### config.mk
export PLATFORM = sky130hd
export DESIGN_NAME = drdm_ram
export DESIGN_NICKNAME = d
export VERILOG_FILES = /design/src/rtl/drdm_ram.sv
export SDC_FILE = /design/constraint.sdc
export NUM_CORES = 1
export LEC_CHECK = 0
export BUFFER_PORTS_ARGS = -buffer_cell sky130_fd_sc_hd__buf_2
export CORE_MARGIN = 5
export CORE_UTILIZATION = 49
export CTS_CLUSTER_DIAMETER = 100
export DETAILED_ROUTE_END_ITERATION = 16
export PLACE_DENSITY = 0.69
export SYNTH_ARGS = -nofsm -noshare
export SYNTH_HDL_FRONTEND = slang
export SYNTH_SLANG_ARGS = --single-unit
### constraint.sdc
create_clock -name clk -period 3.93 [get_ports clk]
set_clock_uncertainty 0.1 [all_clocks]
set_input_delay 0.5895 -clock clk [delete_from_list [all_inputs] [get_ports clk]]
set_output_delay 0.5895 -clock clk [all_outputs]
set_load 0.03 [all_outputs]
### src/rtl/drdm_ram.sv
// ----------------------------------------------------------------------------
// drdm_ram
// Generic single write port, single read port RAM with registered read data.
// ----------------------------------------------------------------------------
module drdm_ram #(
  parameter int WIDTH = 8,
  parameter int DEPTH = 16
) (
  input  logic                     clk,
  input  logic                     wr_en,
  input  logic [$clog2(DEPTH)-1:0] wr_addr,
  input  logic [WIDTH-1:0]         wr_data,
  input  logic [$clog2(DEPTH)-1:0] rd_addr,
  output logic [WIDTH-1:0]         rd_data
);

  logic [WIDTH-1:0] mem [DEPTH];

  // write port
  always_ff @(posedge clk) begin
    if (wr_en) begin
      mem[wr_addr] <= wr_data;
    end
  end

  // registered read port
  always_ff @(posedge clk) begin
    rd_data <= mem[rd_addr];
  end

endmodule

==> run metrics, run 1 <==
status=completed; RSZ-0062 raised after global routing=false; Routed WL=9290 µm; DP Wirelength=5820 µm; gr ovfl total=0; Final Cycle Share=0.517; vias in the first global route=2408; Flop pwr share=0.478; fmax=0.492 GHz; WS Path Type=in -> reg; Final TNS setup=0 ns; GPL Wtd Cong=0.768; P_int=2.76 mW; syn_nets=247; Layout Utilization=0.583; post-CTS resize count=0; Total Power=3.41 mW; length of routed met3 wiring=590 µm; Setup WS pre-CTS=1.31 ns; core area=0.0103 mm²; die area=0.0127 mm²; crit-path cells=buf_2 > buf_4 > mux4_1 > a22oi_1 > nand2_1; row cnt=37; crit end category=flip-flop; Post-synth EDFFs=128; Reg2Reg Depth=3; Tightest Hold Check Type=in -> reg; drt wl/cell=22.3 µm; htree depth=4; routed vias/inst=5.71; power share of the clock group=0.475; Async S/R FF share, synth=0; slowest CP cell=mux4_1; Slew Limit Fails=0; reg-to-reg startpoint=mem[5][1]; actual slew at the worst max-slew pin=0.936 ns; highest metal used=met4; Routed met2 length=4610 µm; Synth top cells by count=edfxtp_1, mux4_2, a22oi_1; yosys warns=0; Clock Sinks=136; final layout net count=285; CTS Hold Buffers Added=0; area delta synth->final=16.5%; Die Width=112 µm; worst r2r dst=rd_data[1]; Clock transition at path regs=0.06 ns; PortBufs=25; layout cells sized above 1=0.261; clk_lat worst skew=0.52 ns; Max rail drop VDD=0.254 mV; Worst Path Max Fanout=22; gr usage total=0.158; Netlist Area Pre-Place=0.00515 mm²; CP arrival=2.34 ns; Synth area leaders=edfxtp_1, mux4_2, mux4_1; die height=112 µm; CTS Buf Count=17; dominant cell type by area after synthesis=edfxtp_1; Hold Crit Start=wr_data[6]; Yosys cell types=19; Final setup viols=0; Worst Hold Endpoint=mem[15][6]; minimum clock period=2.03 ns; routed via count=2374; CP required=4.24 ns; Switch Pwr=650 µW; Gate power share=0.046; most common flop cell mapped by yosys=edfxtp_1; Antenna Nets Post-Route=0; setup ws final=1.90 ns; Clock Tree Buf Depth=2; Max-Cap Viols=0; Syn Area/Cell=22.5 µm²; num ports=26; synthesis-stage register bit count=136; initial antenna violation count=0; pin count of the biggest net entering global routing=33; R2R Setup Slk=2.49 ns; starting density of the core=0.501; sequential element share of the synthesized area=0.778; CP max stage delay=0.60 ns; Met1 Wirelength=4000 µm; first-pass GRT wire length=14300 µm; Switching Fraction=0.191; Synth top area share=0.747; drt drc=0; static leakage=2.01 nW; power density over cell area=568 mW/mm²; most common cell in the netlist=edfxtp_1; First-pass DRT Iterations=4; CTS tree=yes; Worst Hold Depth=1; crit start category=primary input; n_diodes=0; Post-CTS Setup Repair Bufs=0; root buffer cell=clkbuf_8; Slew headroom=0.373; Fin. Hold Viols=0; First DRT Iteration DRCs=165; gate count after technology mapping=229
==> power groups by stage <==
stage                     clock network, mW  registers (mW)  logic, mW
after detailed placement                  0            1.66      0.161
after floorplan                           0            1.68     0.0823
after global placement                    0            1.66      0.156
after global routing                   1.71            1.63      0.171
final                                  1.62            1.63      0.158
after CTS                              1.64            1.63      0.161
==> cell usage in the layout, fill, tap and decap left out <==
master       n
nand3b_1     2
clkbuf_1     2
clkbuf_16   16
and2b_1      1
and2_1       1
nor2b_1      1
nor2_1      13
dfxtp_1      8
buf_2       25
or3b_2       1
clkinv_2     2
clkinv_1     6
nor3_1       3
clkbuf_8     1
nor3_2       1
mux4_2      18
bufinv_16    5
edfxtp_1   128
a22oi_1     16
mux4_1      14
buf_4        4
nand3_1      1
nand2_1      9
nand2b_1     2
==> per-layer routing <==
layer / vias up / GRT usage
met5: - / 0
met4: 0 / 0.0577
met3: 7 / 0.0507
met2: 92 / 0.245
met1: 1221 / 0.213
li1: 1054 / -
==> layout make-up <==
cell class | instances | area, µm²
Clock buffer | 19 | 422
Clock inverter | 13 | 183
Fill cell | 779 | 4280
Multi-Input combinational cell | 83 | 1060
Sequential cell | 136 | 4000
Tap cell | 136 | 170
Timing Repair Buffer | 29 | 155
==> metrics by stage <==
step	hold WS (ns)	instance area, µm²	instances
detailed placement	0.562	5390	384
finish	0.353	6000	416
global placement	0.551	5390	384
CTS	0.333	6000	416
floorplan	0.529	5150	229
global route	0.348	6000	416
==> registers in the layout, indices dropped and copies added, names as in the netlist <==
signal and flops:
rd_data 8, mem 128
==> how the worst max path moves through the flow <==
stage	start	slack (ns)	cells past startpoint	endpoint
floorplan	wr_addr[2]	1.75	2	mem[0][0]
global placement	rd_addr[0]	1.32	5	rd_data[2]
detailed placement	rd_addr[0]	1.31	5	rd_data[2]
CTS	rd_addr[0]	1.86	5	rd_data[2]
global route	rd_addr[0]	1.75	5	rd_data[3]
finish	rd_addr[0]	1.90	5	rd_data[2]
==> logic make-up after synthesis <==
logic type / after synthesis / share of synthesized area
multiplexers: 32 / 0.150
flip-flops: 136 / 0.778
AO/OA/AOI/OAI: 16 / 0.0233
buffers and inverters: 10 / 0.0168
AND/OR/NAND/NOR: 35 / 0.0318
==> worst max-delay path: cells and delay by family <==
family,cells,cell delay [ns]
buf+inv,2,0.77
mux,1,0.60
compound gates,1,0.29
simple gates,1,0.08
(Power assumes the default switching activity.)
==> inputs of run 2 (changes only) <==
==> constraint.sdc (replaced) <==
create_clock -name clk -period 2 [get_ports clk]
set_clock_uncertainty 0.1 [all_clocks]
set_input_delay 0.3 -clock clk [delete_from_list [all_inputs] [get_ports clk]]
set_output_delay 0.3 -clock clk [all_outputs]
set_load 0.03 [all_outputs]
==> run metrics, run 2 (synthesis gave the netlist of run 1 again) <==
CP delay by family, top=flip-flops; First-pass DRT Iterations=4 (unchanged); clk_lat worst skew=0.51 ns (about the same); routed vias/inst=5.67 (-0.65%); pin count of the biggest net entering global routing=33 (unchanged); initial antenna violation count=0 (unchanged); final layout net count=305 (+7.0%); slowest CP cell=dfxtp_1; fmax=0.685 GHz; WS Path Type=reg -> out; Slew headroom=0.705 (+0.331); Slew Limit Fails=0 (unchanged); RSZ-0062 raised after global routing=false; PortBufs=25 (unchanged); Worst Path Max Fanout=1 (-95%); die height=112 µm (unchanged); power density over cell area=1050 mW/mm² (+84%); Critical Path End=rd_data[6]; root buffer cell=clkbuf_8; Largest Register=mem; GPL Wtd Cong=0.717 (-6.7%); n_diodes=0 (unchanged); area delta synth->final=19.3%; vias in the first global route=2583 (+7.3%); P_int=5.09 mW (+84%); Filler cells=727 (-6.7%); CTS tree=yes; Flop pwr share=0.498 (+0.020); Max-Cap Viols=0 (unchanged); num ports=26 (unchanged); power share of the clock group=0.451 (-0.024); Die Width=112 µm (unchanged); Switch Pwr=1.35 mW (+110%); routed via count=2472 (+4.1%); Final Cycle Share=0.730; area of the multi-input gates=0.00106 mm² (-0.47%); actual slew at the worst max-slew pin=0.443 ns (-0.494 ns); Max rail drop VDD=0.409 mV (+61%); Fin. Hold Viols=0 (unchanged); crit start category=flip-flop; WP depth=1 (-4); Layout Utilization=0.598 (+0.0142); Post-CTS Setup Repair Bufs=0 (unchanged); row cnt=37 (unchanged); Clock Sinks=136 (unchanged); CP max stage delay=0.35 ns (-0.25 ns); static leakage=2.10 nW (+4.3%); CP Buf/Inv Count=1 (-1); htree depth=4 (unchanged); minimum clock period=1.46 ns; drt wl/cell=22.1 µm (-0.96%); status=completed; crit end category=output pin; max reg flops=128 (unchanged); most common cell after layout, fill and taps aside=edfxtp_1; Reg2Reg Depth=3 (unchanged); crit-path cells=buf_2; drt drc=0 (unchanged); Final TNS setup=0 ns (unchanged); Reg area=0.00400 mm² (unchanged); CTS Buf Count=17 (unchanged); Tightest Hold Check Type=in -> reg; DP Wirelength=6000 µm (+3.1%); crit path launch=rd_data[6]; Switching Fraction=0.209 (+0.0187); Routed WL=9640 µm (+3.8%); Final setup viols=0 (unchanged); biggest regs=mem: 128 flops, rd_data: 8 flops; First DRT Iteration DRCs=160 (-3.0%); reg-to-reg startpoint=mem[1][2]; gr ovfl total=0 (unchanged); core area=0.0103 mm² (unchanged); R2R Setup Slk=0.58 ns (-1.91 ns); post-CTS resize count=0 (unchanged); CP required=1.60 ns (-2.64 ns); first-pass GRT wire length=15000 µm (+4.5%); most frequent cells in the layout=edfxtp_1, buf_2, buf_4; Clock transition at path regs=0.06 ns (about the same); gr usage total=0.166 (+0.00775); worst r2r dst=rd_data[2]; Clock Tree Buf Depth=2 (unchanged); Antenna Nets Post-Route=0 (unchanged); die area=0.0127 mm² (unchanged); CTS Hold Buffers Added=0 (unchanged); CP arrival=1.06 ns (-1.28 ns); Gate power share=0.051 (+0.005); layout cells sized above 1=0.327 (+0.0660); starting density of the core=0.501 (unchanged)
[run 2: per-stage QoR]
step,total power [mW],instances,area (µm²),hold WS [ns],setup WS [ns]
finish,6.44,436,6140,0.0598,0.539
global route,6.67,436,6140,0.0519,0.480
floorplan,3.46,229,5150,0.299,0.107
detailed placement,3.60,404,5570,0.561,0.219
global placement,3.59,404,5570,0.551,0.227
CTS,6.50,436,6140,0.0355,0.497
[run 2: worst min-delay path by stage]
stage	depth (start not counted)	slack [ns]	startpoint	to
floorplan	0	0.30	wr_data[0]	mem[0][0]
global placement	3	0.55	mem[12][2]	rd_data[2]
detailed placement	3	0.56	mem[14][2]	rd_data[2]
CTS	1	0.04	wr_data[4]	mem[12][4]
global route	1	0.05	wr_data[4]	mem[12][4]
finish	1	0.06	wr_data[4]	mem[12][4]
[run 2: cell type report]
cell class              instances  share of cell area
flip-flops and latches        136               0.652
multi-input cells              83               0.172
clock buffers                  17              0.0674
repair buffers                 49              0.0558
well taps                     136              0.0277
clock inverters                15              0.0251
[run 2: per-layer routing]
metal	track usage	share of wire
met3	0.0431	0.067
met1	0.227	0.44
met2	0.255	0.48
met5	0	0
met4	0.0705	0.015
[run 2: power groups by stage]
stage	combinational [mW]	clock, mW	sequential (mW)
4_1_cts	0.335	2.95	3.21
3_3_place_gp	0.328	0	3.26
2_1_floorplan	0.162	0	3.30
6_report	0.331	2.90	3.21
5_1_grt	0.358	3.10	3.21
3_5_place_dp	0.333	0	3.27
==> inputs of run 3 (changes only) <==
==> constraint.sdc (replaced) <==
create_clock -name clk -period 1.55 [get_ports clk]
set_clock_uncertainty 0.1 [all_clocks]
set_input_delay 0.2325 -clock clk [delete_from_list [all_inputs] [get_ports clk]]
set_output_delay 0.2325 -clock clk [all_outputs]
set_load 0.03 [all_outputs]
==> run metrics, run 3 (synthesis gave the netlist of run 1 again) <==
status=completed; worst r2r dst=rd_data[5]; Clock transition at path regs=0.06 ns (about the same); WP depth=3 (+2); minimum clock period=1.44 ns; DP Wirelength=6240 µm (+4.0%); RSZ-0062 raised after global routing=false; Max-Cap Viols=0 (unchanged); crit-path cells=mux4_1 > a22oi_1 > nand2_1; Largest Register=mem; first-pass GRT wire length=15100 µm (+0.59%); Fin. Hold Viols=0 (unchanged); CTS tree=yes; CP Buf/Inv Count=0 (-1); gr usage total=0.164 (-0.00217); Antenna Nets Post-Route=0 (unchanged); slowest CP cell=mux4_1; CP max stage delay=0.50 ns (+0.15 ns); reg-to-reg startpoint=mem[2][5]; Worst Hold Depth=1 (unchanged); final layout net count=309 (+1.3%); Worst Hold Endpoint=mem[7][4]; layout cells sized above 1=0.329 (+0.00228); CP delay by family, top=multiplexers; CP required=1.84 ns (+0.24 ns); routed via count=2438 (-1.4%); clk_lat worst skew=0.50 ns (about the same); CTS Buf Count=17 (unchanged); Layout Utilization=0.601 (+0.00329); biggest regs=mem: 128 flops, rd_data: 8 flops; most common cell after layout, fill and taps aside=edfxtp_1; dpl cells=407 (+0.74%); Slew Limit Fails=0 (unchanged); Final Cycle Share=0.927; actual slew at the worst max-slew pin=0.793 ns (+0.350 ns); drt wl/cell=21.5 µm (-2.7%); core area=0.0103 mm² (unchanged); crit end category=flip-flop; vias in the first global route=2636 (+2.1%); htree depth=4 (unchanged); Final setup viols=0 (unchanged); Max rail drop VDD=0.660 mV (+62%); R2R Setup Slk=0.11 ns (-0.47 ns); WS Path Type=reg -> reg; Die Width=112 µm (unchanged); First DRT Iteration DRCs=183 (+14%); max reg flops=128 (unchanged); die height=112 µm (unchanged); Reg2Reg Depth=3 (unchanged); gr ovfl total=0 (unchanged); Clock Sinks=136 (unchanged); CP arrival=1.72 ns (+0.66 ns); starting density of the core=0.501 (unchanged); most frequent cells in the layout=edfxtp_1, buf_2, buf_4; row cnt=37 (unchanged); Hold Crit Start=wr_data[4]; crit start category=flip-flop; initial antenna violation count=0 (unchanged); area delta synth->final=20.0%; static leakage=2.13 nW (+1.4%); Slew headroom=0.471 (-0.234); PortBufs=25 (unchanged); Final TNS setup=0 ns (unchanged); drt drc=0 (unchanged); GPL Wtd Cong=0.777 (+8.5%); die area=0.0127 mm² (unchanged); fmax=0.696 GHz; routed vias/inst=5.54 (-2.3%); final instance count without filler cells=440 (+0.92%); First-pass DRT Iterations=4 (unchanged); pin count of the biggest net entering global routing=21 (-36%); num ports=26 (unchanged); n_diodes=0 (unchanged); Tightest Hold Check Type=in -> reg; Worst Path Max Fanout=1 (unchanged); hold slack=0.0117 ns (-0.0481 ns); root buffer cell=clkbuf_8; Routed WL=9470 µm (-1.8%); power density over cell area=1330 mW/mm² (+27%); Clock Tree Buf Depth=2 (unchanged)
==> run 3: changes by cell type in the layout (fill, tap and decap cells not counted), sizes merged <==
cell         change
clkbuf           +5
clkinvlp         -3
inv              -1
clkinv           -1
dlygate4sd3      +1
buf              +3
==> run 3: metal layers <==
metal  up-vias  wire length (µm)  global-route usage
met3         8               556              0.0420
li1       1096                 -                   -
met4         0               135              0.0665
met1      1244              3940               0.219
met5         -                 0                   0
met2        90              4830               0.259
==> run 3: worst max path at each step <==
stage	from	end	slack (ns)
2_1_floorplan	wr_addr[2]	mem[3][0]	-0.05
3_3_place_gp	rd_addr[0]	rd_data[2]	-0.20
3_5_place_dp	rd_addr[0]	rd_data[2]	-0.23
4_1_cts	mem[1][2]	rd_data[2]	0.08
5_1_grt	mem[2][2]	rd_data[2]	0.05
6_report	mem[2][5]	rd_data[5]	0.11
==> run 3: worst reg2reg max path, cell delays in order, from the launching register on <==
cell      delay (ns)
edfxtp_1        0.38
mux4_1          0.50
a22oi_1         0.25
nand2_1         0.10
==> run 3: cell type report <==
cell class / count / area, µm²
multi-input combinational: 83 / 1070
sequential: 136 / 4000
fill: 757 / 4100
tap: 136 / 170
timing repair buffer: 53 / 388
clock buffer: 22 / 443
clock inverter: 10 / 104
==> run 3: timing repair <==
item	in CTS	in global routing
hold buffers	1	0
buffers inserted	0	0
resized for setup	0	1
endpoints found under the hold margin	1	0
endpoints found under the setup margin	0	1
==> run 3: where the power goes <==
part / total [mW] / switching [mW] / internal, mW
Sequential: 4.14 / 0.0249 / 4.11
Combinational: 0.441 / 0.258 / 0.183
Clock: 3.66 / 1.36 / 2.31
==> run 3: per-stage QoR <==
step                      total power, mW  setup slack, ns  instance area [µm²]
after floorplan                      4.46          -0.0486                 5150
after global placement               4.64           -0.200                 5610
after detailed placement             4.66           -0.228                 5610
after CTS                            8.32           0.0813                 6170
after global routing                 8.54           0.0546                 6180
final                                8.24            0.114                 6180
